==> src/sv/binary_gcd_core_macros.svh <==
// Assertion macros for the binary GCD core.
// Used by binary_gcd_core.sv; expects i_clk and i_rst_n in scope.
`ifndef BINARY_GCD_CORE_MACROS_SVH
`define BINARY_GCD_CORE_MACROS_SVH

// Same-cycle implication, disabled during reset.
`define BGCD_ASSERT_IMPL(label, ante, cons) \
    label: assert property (@(posedge i_clk) disable iff (!i_rst_n) (ante) |-> (cons)) \
        else $error("binary_gcd_core: same-cycle check failed");

// Next-cycle implication, disabled during reset.
`define BGCD_ASSERT_NEXT(label, ante, cons) \
    label: assert property (@(posedge i_clk) disable iff (!i_rst_n) (ante) |=> (cons)) \
        else $error("binary_gcd_core: next-cycle check failed");

`endif

==> src/sv/bgcd_pkg.sv <==
// Shared types and constants for the binary GCD core.
// No dependencies; imported by the controller, datapath and top level.
package bgcd_pkg;

    localparam int DATA_WIDTH_DEF = 32;

    typedef enum logic [2:0] {
        S_IDLE,
        S_STRIP,
        S_ODD_U,
        S_REDUCE,
        S_FINISH
    } t_state;

    // Controller to datapath commands
    typedef struct packed {
        logic load;
        logic strip;
        logic halve_u;
        logic halve_v;
        logic reduce;
        logic finish;
    } t_cmd;

    // Datapath to controller status
    typedef struct packed {
        logic any_zero;
        logic u_even;
        logic v_even;
        logic u_eq_v;
    } t_status;

endpackage

==> src/sv/bgcd_ctrl.sv <==
// Controller state machine for the binary GCD core.
// Depends on bgcd_pkg (state, command and status types).
module bgcd_ctrl (
    input  logic              i_clk,
    input  logic              i_rst_n,
    input  logic              i_start,
    input  bgcd_pkg::t_status i_status,
    output bgcd_pkg::t_cmd    o_cmd,
    output logic              o_busy
);
    import bgcd_pkg::*;

    t_state r_state;
    t_state n_state;

    always_ff @(posedge i_clk) begin
        if (!i_rst_n) begin
            r_state <= S_IDLE;
        end else begin
            r_state <= n_state;
        end
    end

    always_comb begin
        n_state = r_state;
        case (r_state)
            S_IDLE: begin
                if (i_start) begin
                    n_state = S_STRIP;
                end
            end
            S_STRIP: begin
                if (i_status.any_zero) begin
                    n_state = S_FINISH;
                end else if (!(i_status.u_even && i_status.v_even)) begin
                    n_state = S_ODD_U;
                end
            end
            S_ODD_U: begin
                if (!i_status.u_even) begin
                    n_state = S_REDUCE;
                end
            end
            S_REDUCE: begin
                // v odd and equal to u: the subtract leaves zero
                if (!i_status.v_even && i_status.u_eq_v) begin
                    n_state = S_FINISH;
                end
            end
            S_FINISH: n_state = S_IDLE;
            default:  n_state = S_IDLE;
        endcase
    end

    always_comb begin
        o_cmd  = '0;
        o_busy = 1'b1;
        case (r_state)
            S_IDLE: begin
                o_busy     = 1'b0;
                o_cmd.load = i_start;
            end
            S_STRIP: begin
                o_cmd.strip = !i_status.any_zero && i_status.u_even && i_status.v_even;
            end
            S_ODD_U: begin
                o_cmd.halve_u = i_status.u_even;
            end
            S_REDUCE: begin
                o_cmd.halve_v = i_status.v_even;
                o_cmd.reduce  = !i_status.v_even;
            end
            S_FINISH: begin
                o_cmd.finish = 1'b1;
            end
            default: begin
                o_busy = 1'b0;
            end
        endcase
    end

endmodule

==> src/sv/bgcd_dp.sv <==
// Datapath for the binary GCD core: operand registers, shared-twos counter,
// subtract/compare logic and the result register. Depends on bgcd_pkg.
module bgcd_dp #(
    parameter int DATA_WIDTH = bgcd_pkg::DATA_WIDTH_DEF
) (
    input  logic                  i_clk,
    input  logic                  i_rst_n,
    input  bgcd_pkg::t_cmd        i_cmd,
    input  logic [DATA_WIDTH-1:0] i_operand_a,
    input  logic [DATA_WIDTH-1:0] i_operand_b,
    output bgcd_pkg::t_status     o_status,
    output logic [DATA_WIDTH-1:0] o_divisor,
    output logic                  o_valid
);
    import bgcd_pkg::*;

    localparam int CW = $clog2(DATA_WIDTH);

    logic [DATA_WIDTH-1:0] r_u;
    logic [DATA_WIDTH-1:0] r_v;
    logic [CW-1:0]         r_twos;
    logic [DATA_WIDTH-1:0] r_divisor;
    logic                  r_valid;

    logic [DATA_WIDTH-1:0] mag_a;
    logic [DATA_WIDTH-1:0] mag_b;
    logic [DATA_WIDTH:0]   diff;
    logic                  u_gt_v;

    // Two's complement magnitude; the most negative value maps to 2^(W-1)
    assign mag_a = i_operand_a[DATA_WIDTH-1] ? (~i_operand_a + DATA_WIDTH'(1)) : i_operand_a;
    assign mag_b = i_operand_b[DATA_WIDTH-1] ? (~i_operand_b + DATA_WIDTH'(1)) : i_operand_b;

    assign diff   = {1'b0, r_v} - {1'b0, r_u};
    assign u_gt_v = diff[DATA_WIDTH];

    assign o_status.any_zero = (r_u == '0) || (r_v == '0);
    assign o_status.u_even   = !r_u[0];
    assign o_status.v_even   = !r_v[0];
    assign o_status.u_eq_v   = (diff == '0);

    always_ff @(posedge i_clk) begin
        if (i_cmd.load) begin
            r_u    <= mag_a;
            r_v    <= mag_b;
            r_twos <= '0;
        end else if (i_cmd.strip) begin
            r_u    <= r_u >> 1;
            r_v    <= r_v >> 1;
            r_twos <= r_twos + CW'(1);
        end else if (i_cmd.halve_u) begin
            r_u <= r_u >> 1;
        end else if (i_cmd.halve_v) begin
            r_v <= r_v >> 1;
        end else if (i_cmd.reduce) begin
            // keep the smaller in u, the absolute difference in v
            if (u_gt_v) begin
                r_u <= r_v;
                r_v <= r_u - r_v;
            end else begin
                r_v <= diff[DATA_WIDTH-1:0];
            end
        end
    end

    // At finish one of u, v is zero, so u | v is the odd part (or the other operand)
    always_ff @(posedge i_clk) begin
        if (i_cmd.finish) begin
            r_divisor <= (r_u | r_v) << r_twos;
        end
    end

    always_ff @(posedge i_clk) begin
        if (!i_rst_n) begin
            r_valid <= 1'b0;
        end else begin
            r_valid <= i_cmd.finish;
        end
    end

    assign o_divisor = r_divisor;
    assign o_valid   = r_valid;

endmodule

==> src/sv/binary_gcd_core.sv <==
// Binary GCD core: gcd of two signed operand magnitudes, Stein's method.
// The loop does one halving or one subtract per cycle; one request at a time.
// busy drops on the cycle of o_valid, so the next request can start then.
// Reset (i_rst_n low, synchronous) returns the controller to idle and clears o_valid.
// Results are strobed for one cycle; the receiver cannot stall.
`include "binary_gcd_core_macros.svh"

module binary_gcd_core #(
    parameter int DATA_WIDTH = bgcd_pkg::DATA_WIDTH_DEF
) (
    input  logic                         i_clk,
    input  logic                         i_rst_n,
    input  logic                         start,
    output logic                         busy,
    input  logic signed [DATA_WIDTH-1:0] i_operand_a,
    input  logic signed [DATA_WIDTH-1:0] i_operand_b,
    output logic        [DATA_WIDTH-1:0] o_divisor,
    output logic                         o_valid
);
    import bgcd_pkg::*;

    t_cmd    cmd;
    t_status status;

    bgcd_ctrl u_ctrl (
        .i_clk    (i_clk),
        .i_rst_n  (i_rst_n),
        .i_start  (start),
        .i_status (status),
        .o_cmd    (cmd),
        .o_busy   (busy)
    );

    bgcd_dp #(
        .DATA_WIDTH (DATA_WIDTH)
    ) u_dp (
        .i_clk       (i_clk),
        .i_rst_n     (i_rst_n),
        .i_cmd       (cmd),
        .i_operand_a ($unsigned(i_operand_a)),
        .i_operand_b ($unsigned(i_operand_b)),
        .o_status    (status),
        .o_divisor   (o_divisor),
        .o_valid     (o_valid)
    );

    `BGCD_ASSERT_NEXT(a_req_takes_busy, start && !busy, busy)
    `BGCD_ASSERT_IMPL(a_done_on_busy_fall, $fell(busy), o_valid)
    `BGCD_ASSERT_IMPL(a_valid_when_idle, o_valid, !busy)
    `BGCD_ASSERT_NEXT(a_single_result, o_valid, !o_valid)

endmodule

==> config.mk <==
export PLATFORM = sky130hd
export DESIGN_NAME = binary_gcd_core
export DESIGN_NICKNAME = d
export VERILOG_FILES = /design/src/sv/bgcd_pkg.sv /design/src/sv/bgcd_ctrl.sv /design/src/sv/bgcd_dp.sv /design/src/sv/binary_gcd_core.sv
export VERILOG_INCLUDE_DIRS = /design/src /design/src/sv
export SDC_FILE = /design/constraint.sdc
export NUM_CORES = 1
export LEC_CHECK = 0
export ABC_AREA = 0
export ABC_CLOCK_PERIOD_IN_PS = 4100
export BUFFER_PORTS_ARGS = -buffer_cell sky130_fd_sc_hd__buf_2
export CORE_UTILIZATION = 30
export DETAILED_ROUTE_END_ITERATION = 10
export GPL_ROUTABILITY_DRIVEN = 0
export PLACE_DENSITY = 0.51
export SETUP_SLACK_MARGIN = 0.1
export SLEW_MARGIN = 20
export SYNTH_ARGS = -nofsm -noshare
export SYNTH_HDL_FRONTEND = slang
export SYNTH_SLANG_ARGS = --single-unit
==> constraint.sdc <==
create_clock -name i_clk -period 4.1 [get_ports i_clk]
set_input_delay 0.82 -clock i_clk [delete_from_list [all_inputs] [get_ports i_clk]]
set_output_delay 0.82 -clock i_clk [all_outputs]
set_load 0.01 [all_outputs]
Yosys cells after proc, flatten, opt, wreduce, memory -nomap -nowiden --
Index checks and enable logic that the tools add are counted.
Cells by class: add/subtract/negate cells 5, eq/ne operators 10, shifts and indexed selects 1, mux-type cells 26, bitwise operators 3, reduce and logical (&&, ||, !) cells 19
Operator list (count):
- 32-bit 2-to-1 mux | 14
- 32-bit by 1-bit adder with 32-bit output (second input constant) | 2
- 32-bit zero test | 2
- 32-bit inverter | 2
- 33-bit zero test | 1
- 32-bit by 32-bit subtractor with 33-bit output | 1
- 32-bit bitwise OR | 1
- 32-bit by 5-bit << shifter with 32-bit output | 1
- 32-bit subtractor | 1
- 3-bit 2-to-1 mux | 5
- 3-bit one-hot mux with 4 select lines | 1
- 4-bit nonzero test | 3
- 3-bit by 2-bit == test with 1-bit output (second input constant) | 2
- 5-bit by 1-bit adder with 5-bit output (second input constant) | 1
- 1-bit 2-to-1 mux | 5
- 1-bit logical AND | 4
- 2-bit by 1-bit != test with 1-bit output (second input constant) | 2
- 4-bit by 1-bit != test with 1-bit output (second input constant) | 1
- 4-bit AND reduction | 1
- 4-bit OR reduction | 1
- 3-bit by 1-bit == test with 1-bit output (second input constant) | 1
- 3-bit == test (second input constant) | 1
- 1-bit zero test | 3
- 3-bit zero test | 1
- other kinds (7) | 7
Storage, ports and cells: register bits 105, bits of input ports 67, word-level logic and storage cells 70

Logic depth before layout (Yosys ltp) --
Gate-level depths: netlist (run 1).
depth after elaboration 8, gate-level depth with buffers 15

Modules after synthesis --
From an unflattened synthesis (run 1), not the netlist that was laid out.
Second synthesis, totals: cells, all modules 1508, area total of the unflattened synthesis 12455.7 um2
Modules (own cells, without submodules):
- bgcd_dp | instances 1, cells each 1478, area an instance 12190.4 um2, seq. area each 3002.9 um2
- bgcd_ctrl | instances 1, cells each 30, area an instance 265.3 um2, seq. area each 60.1 um2

Worst setup path before layout (run 1) --
OpenSTA, ideal clock, no wires.
path kind register -> register, start point register u_dp.r_v[0], end point register u_dp.r_u[0] (enable), library setup time 0.558 ns, arrival 3.658 ns, slack -0.116 ns, stages on the path, launching flop included 14, path buffers 2, cell sequence edfxtp_1 inv_1 ha_1 fa_1 o21ba_2 or2b_1 a21oi_4 o21ai_2 o21bai_1 a22oi_1 clkbuf_1 clkbuf_1 nand4_1 nand3b_1
On the way: longest elaborated chain between the ends 8, elaborated cells on any way between the ends 13
RTL lines:
- from (decl) | RTL line bgcd_dp.sv:20 | logic [DATA_WIDTH-1:0] r_v;
- from (signal assigned) | RTL line bgcd_dp.sv:45 | r_v <= mag_b;
- from (signal assigned) | RTL line bgcd_dp.sv:49 | r_v <= r_v >> 1;
- from (signal assigned) | RTL line bgcd_dp.sv:54 | r_v <= r_v >> 1;
- parallel branches: the longest is 7 deep, another holds 32-bit by 32-bit subtractor with 33-bit output
- 3-bit AND reduction (no line) (*)
- to (signal assigned) | RTL line bgcd_dp.sv:44 | r_u <= mag_a;
- to (signal assigned) | RTL line bgcd_dp.sv:48 | r_u <= r_u >> 1;
- to (signal assigned) | RTL line bgcd_dp.sv:52 | r_u <= r_u >> 1;
- to (decl) | RTL line bgcd_dp.sv:19 | logic [DATA_WIDTH-1:0] r_u;
Every way passes the cells marked *. A chain may end at the register's enable or synchronous reset.

Worst setup path after layout (run 1) --
start point register u_dp.r_v[1], end point register u_ctrl.r_state[2]
On the way: longest elaborated chain between the ends 5, elaborated cells on any way between the ends 10
RTL lines:
- 32-bit by 32-bit subtractor with 33-bit output | RTL line bgcd_dp.sv:34 | assign diff = {1'b0, r_v} - {1'b0, r_u};
- 33-bit zero test | RTL line bgcd_dp.sv:40 | assign o_status.u_eq_v = (diff == '0);
- 1-bit logical AND | RTL line bgcd_ctrl.sv:46 | if (!i_status.v_even && i_status.u_eq_v) begin
- 2-bit by 1-bit != test with 1-bit output (no line)
- 4-bit AND reduction (no line)
- to (signal assigned) | RTL line bgcd_ctrl.sv:20 | r_state <= n_state;
- to (decl) | RTL line bgcd_ctrl.sv:13 | t_state r_state;
Several ways; a longest one is shown, not always the timed one.

==> results of run 1 <==
==> worst max-delay path: stages, from the launching register on <==
cell      delay, ns
edfxtp_1       0.43
buf_4          0.18
nor4_1         0.66
buf_4          0.22
nand4_1        0.13
nor2_1         0.17
nor4b_1        0.09
nand2_1        0.12
o211ai_1       0.22
or4_1          0.58
or4_1          0.44
or4_1          0.54
a21oi_1        0.16
==> layer usage <==
metal | vias to the layer above | track usage [%] | routed length [µm]
li1 | 6132 | - | -
met1 | 6188 | 30.5 | 22100
met2 | 517 | 38.4 | 23400
met3 | 88 | 4.45 | 3730
met4 | 2 | 8.44 | 1870
met5 | - | 0 | 13
==> flip-flops by register name, summed over array words and instances, names as in the netlist <==
signal	cells
u_dp.r_twos	5
u_dp.r_v	32
u_dp.r_u	32
u_dp.o_valid	1
u_dp.o_divisor	32
u_ctrl.r_state	3
==> synth_stat cells (5+ instances only) <==
cell type,instances,share of area [%]
buf_1,11,0.33
nand2b_1,13,0.64
nor2b_1,27,1.3
and3_1,5,0.25
or2_2,9,0.44
mux2i_1,73,5.8
o31ai_1,40,2.4
nand3_1,28,1.1
a211oi_1,27,1.6
nand3b_1,5,0.30
o221ai_1,5,0.35
o21bai_1,16,0.95
a21o_1,9,0.53
ha_1,99,9.8
nor3_1,33,1.3
xor2_1,15,1.0
o22ai_1,9,0.44
or4_1,14,0.83
dfxtp_1,9,1.4
o211ai_1,5,0.30
nor4_1,41,2.0
nand2_1,123,3.6
o41ai_1,10,0.69
o21a_1,6,0.36
buf_2,5,0.20
nand4_1,16,0.79
mux2_2,20,1.8
a31oi_1,10,0.49
mux4_2,14,2.5
a22oi_1,23,1.4
and2_1,11,0.54
o31a_1,6,0.42
inv_1,105,3.1
edfxtp_1,96,23
xnor2_1,81,5.6
a21oi_1,105,4.2
clkbuf_1,69,2.0
o21ai_0,103,4.1
nor2_1,142,4.2
or3_1,24,1.2
==> cells by family (layout without fill, tap and decap cells) <==
| family | after synthesis | count (layout) |
|---|---|---|
| AO/OA/AOI/OAI | 426 | 426 |
| XOR/XNOR | 97 | 97 |
| adder cells (fa/ha/maj) | 101 | 101 |
| AND/OR/NAND/NOR | 516 | 516 |
| multiplexers | 107 | 107 |
| flip-flops | 105 | 105 |
| buffers and inverters | 203 | 417 |
==> layout make-up <==
class / instances / area share, %
inverter: 110 / 2.70
clock inverter: 7 / 0.611
multi-input combinational: 1247 / 58.1
clock buffer: 9 / 1.47
tap: 532 / 4.34
timing repair buffer: 291 / 12.8
sequential: 105 / 20.0
==> metrics by stage <==
step                area (µm²)  hold slack [ns]  worst slack, ns  utilization [%]  instances
finish                   15300            0.717            0.117             37.2       2301
global route             15300            0.758           0.0481             37.2       2301
CTS                      15300            0.718            0.137             37.1       2300
detailed placement       14900            0.698          -0.0108             36.2       2281
global placement         14900            0.694           0.0303             36.2       2281
floorplan                12700            0.572            0.104                -       1555
==> path summary, 6_finish.rpt <==
kind                                                       end  slack [ns]
worst max-delay path            u_ctrl.r_state[2]$_SDFFE_PN0P_        0.12
worst max register to register  u_ctrl.r_state[2]$_SDFFE_PN0P_        0.12
worst min register to register           u_dp.r_v[7]$_DFFE_PP_        0.72
worst min-delay path                     u_dp.r_v[7]$_DFFE_PP_        0.72
==> layout by cell type, fill, tap and decap left out, drive strengths merged, types with 20 or more instances in the layout <==
cell / Yosys / final
nand2: 123 / 123
mux2: 20 / 20
o21ai: 106 / 106
buf: 23 / 291
or3: 25 / 25
nor2: 143 / 143
nor3: 33 / 33
a22oi: 23 / 23
o31ai: 40 / 40
mux2i: 73 / 73
a21oi: 106 / 106
ha: 99 / 99
xnor2: 82 / 82
nand3: 28 / 28
a211oi: 27 / 27
inv: 108 / 112
edfxtp: 96 / 96
nor2b: 27 / 27
nor4: 42 / 42
==> what timing repair did <==
item | in CTS | in global routing
setup endpoints to repair | 1 | 44
hold endpoints to repair | 0 | 0
pin swaps | 3 | 1
cloned | 0 | 0
resized for setup | 7 | 11
setup buffers | 3 | 1
==> reports/metrics.yaml, run 1 <==
synth_xor_area_share_pct: 6.77
grt_max_degree: 44
finalClockSkew_ns: 0.0163
tritoncts: "built"
vias: 12900
pin_count: 101
grt_first_pass_wirelength_um: 77200
die_h_um: 207
max-cap-violations: 0
wirelength_um: 51200
worstPathArrival_ns: 4.29
clock_latency_ns: 0.38
antenna_found_initial: 1
worstPathRequired_ns: 4.41
synth.avg_cell_area_um2: 8.14
start_util_pct: 30.7
firstDrtPassIters: 6
critPathMaxFanout: 4
drc_errors: 0
drtIter0Drc: 1105
worst_setup_path_end_kind: "flop"
synth_area_mm2: 0.0127
synth_top_family_by_area: "compound AO/OA/AOI/OAI gates"
netlist_instances: 1555
setup_tns_ns: 0
dieArea_mm2: 0.0430
rows: 74
synth_mux_area_share_pct: 10.0
core_mm2: 0.0412
status: "complete, no violations"
yosysWarningCount: 0
yosysSeqAreaShare_pct: 24.2
synth.net_count: 1723
synth_edf_count: 96
portBuffers: 100
final_layout_size_suffix_gt1_share_pct: 22.3
hold_class: "reg2reg"
synth-compound-area-share_pct: 22.0
antenna_cells: 0
post-route-period-util_pct: 97.1
drv_slew: 0
whs_path_depth: 3
grt_pass1_vias: 12500
synthAdderAreaFrac_pct: 10.1
critPathLaunch: "u_dp.r_v[1]$_DFFE_PP_"
cts_made_buffers: 9
synth_top_flop_cell: "edfxtp_1"
yosysUniqueCellTypes: 88
cts-root-buf: "clkbuf_16"
worstReg2RegStart: "u_dp.r_v[1]$_DFFE_PP_"
grt-ovfl-total: 0
grt_use_total_pct: 23.4
critical_path_class: "reg2reg"
die_w_um: 207
final-seq-area_mm2: 0.00306
area_growth_pct: 21.2
cts_sinks: 105
fin_crit_ns: 3.98
fillers: 4258
routedWlPerCell_um: 22.2
setup_viol: 0
cts_hold_buf: 0
clk_pin_slew_ns: 0.09
synth-seq-cells: 105
dp_hpwl_um: 42800
r2r_cells: 12
finalHoldViolCount: 0
rsz0062_at_grt: "yes"
timing.slew.headroom_pct: 32.1
vias_per_cell: 5.62
worstMarginPinSlew_ns: 1.01
h-tree-depth: 3
min_from: "u_dp.r_v[8]$_DFFE_PP_"
nNetsFinal: 1932
async_reset_ff_share_pct: 0
ant_nets: 0
cts_buffer_depth: 2
multi_input_area_mm2: 0.00891
max_clock_freq_mhz: 251
cp-start-kind: "flop"
synthSimpleGateAreaFrac_pct: 20.4
Power of run 1 is left out: the tool's default activity adds up to more than one toggle a clock period on the data nets, which glitch-free logic cannot reach.
==> inputs of run 2 (changes only) <==
--- a/config.mk
+++ b/config.mk
@@ -10,7 +10,7 @@
 export ABC_CLOCK_PERIOD_IN_PS = 4100
 export BUFFER_PORTS_ARGS = -buffer_cell sky130_fd_sc_hd__buf_2
+export CORE_ASPECT_RATIO = 0.5
 export CORE_UTILIZATION = 30
 export DETAILED_ROUTE_END_ITERATION = 10
-export GPL_ROUTABILITY_DRIVEN = 0
 export PLACE_DENSITY = 0.51
 export SETUP_SLACK_MARGIN = 0.1
==> constraint.sdc (replaced) <==
create_clock -name i_clk -period 4.1 [get_ports i_clk]
set_input_delay 0.82 -clock i_clk [delete_from_list [all_inputs] [get_ports i_clk]]
set_output_delay 0.82 -clock i_clk [all_outputs]
set_load 0.005 [all_outputs]
==> reports/metrics.yaml, run 2 (same netlist as run 1, synthesis figures left out) <==
cts_sinks: 105  # unchanged
fillers: 4286  # +0.66%
critPathMaxFanout: 5  # +1
pin_count: 101  # unchanged
status: "complete, no violations"
setup_viol: 0  # unchanged
hold_class: "in2reg"
grt_use_total_pct: 24.0  # +0.59 points
portBuffers: 100  # unchanged
wirelength_um: 52700  # +3.0%
start_util_pct: 30.9  # +0.16 points
ant_nets: 0  # unchanged
drc_errors: 0  # unchanged
clock_latency_ns: 0.39  # about the same
max_clock_freq_mhz: 251  # about the same
r2r_cells: 12  # unchanged
die_h_um: 147  # -29%
grt-ovfl-total: 0  # unchanged
finalClockSkew_ns: 0.0127  # -0.00365 ns
area_growth_pct: 22.6
drv_slew: 0  # unchanged
setup_tns_ns: 0  # unchanged
dieArea_mm2: 0.0431  # +0.11%
most-common-layout-cells: "201 x buf_4, 140 x nor2_1, 123 x nand2_1"
dp_hpwl_um: 43800  # +2.5%
grt_first_pass_wirelength_um: 77100  # -0.21%
core_mm2: 0.0410  # -0.52%
cts_buffer_depth: 2  # unchanged
worstMarginPinSlew_ns: 1.02  # +0.0144 ns
grt_max_degree: 44  # unchanged
timing.slew.headroom_pct: 31.9  # -0.20 points
vias: 12900  # -0.29%
critical_path_class: "reg2reg"
routedWlPerCell_um: 22.7  # +2.1%
layout_commonest_cell: "buf_4"
cts_made_buffers: 9  # unchanged
tritoncts: "built"
final_layout_size_suffix_gt1_share_pct: 24.0  # +1.7 points
rsz0062_at_grt: "yes"
clk_pin_slew_ns: 0.09  # about the same
cts-root-buf: "clkbuf_16"
post-route-period-util_pct: 97.1  # about the same
worstPathRequired_ns: 4.43  # +0.02 ns
nNetsFinal: 1944  # +0.62%
drtIter0Drc: 1096  # -0.81%
vias_per_cell: 5.55  # -1.1%
whs_path_depth: 2  # -1
finalHoldViolCount: 0  # unchanged
rows: 52  # -30%
worst_setup_path_end_kind: "flop"
antenna_found_initial: 2  # +1
antenna_cells: 0  # unchanged
die_w_um: 293  # +41%
grt_pass1_vias: 12000  # -4.0%
h-tree-depth: 3  # unchanged
cp-start-kind: "flop"
firstDrtPassIters: 5  # -1
worstPathArrival_ns: 4.31  # +0.02 ns
fin_crit_ns: 3.98  # -0.00279 ns
gp_congestion: 0.994
max-cap-violations: 0  # unchanged
-- run 2: cell type report --
| type | count | area, µm² | share of cell area [%] |
|---|---|---|---|
| timing repair buffer | 303 | 2050 | 13.2 |
| tap | 540 | 676 | 4.35 |
| multi-input combinational | 1247 | 9010 | 58.0 |
| sequential | 105 | 3060 | 19.7 |
| inverter | 110 | 414 | 2.67 |
| clock buffer | 10 | 229 | 1.47 |
| clock inverter | 6 | 83.8 | 0.540 |
-- run 2: worst paths after layout --
check / start / end / slack (ns)
hold / removal: i_rst_n / u_dp.o_valid$_SDFF_PN0_ / 0.70
setup reg to reg: u_dp.r_u[0]$_DFFE_PP_ / u_ctrl.r_state[2]$_SDFFE_PN0P_ / 0.12
hold reg to reg: u_dp.r_v[6]$_DFFE_PP_ / u_dp.r_v[5]$_DFFE_PP_ / 0.71
setup / recovery: u_dp.r_u[0]$_DFFE_PP_ / u_ctrl.r_state[2]$_SDFFE_PN0P_ / 0.12
-- run 2: timing repair --
item | CTS | global route
resized for setup | 7 | 35
endpoints found under the setup margin | 1 | 6
hold buffers | 0 | 0
setup buffers | 1 | 10
pin swaps | 3 | 6
-- run 2: critical path, stage by stage (launching register included) --
cell,delay (ns)
edfxtp_1,0.42
ha_2,0.21
fa_2,0.39
o21ba_4,0.22
or2b_4,0.29
a21oi_4,0.24
nor2_4,0.07
mux2i_1,0.12
a2111o_1,0.30
or4_4,0.50
or4_4,0.53
or4_4,0.51
a21oi_2,0.14
-- run 2: through the flow --
| step | cell area, µm² | hold WS [ns] | worst slack [ns] | std cells | util, % |
|---|---|---|---|---|---|
| after detailed placement | 14900 | 0.685 | -0.0390 | 2294 | 36.5 |
| after CTS | 15300 | 0.678 | 0.110 | 2311 | 37.3 |
| after global routing | 15500 | 0.697 | 0.0257 | 2321 | 37.9 |
| final | 15500 | 0.702 | 0.120 | 2321 | 37.9 |
| after floorplan | 12700 | 0.572 | 0.104 | 1555 | - |
| after global placement | 14900 | 0.678 | 0.0237 | 2294 | 36.5 |
-- run 2: metal layers --
metal	wire [µm]	GRT usage [%]
met1	24100	32.7
met4	1120	5.34
met2	23500	38.1
met3	3820	5.81
met5	113	1.66
Power of run 2 is left out for the same reason.
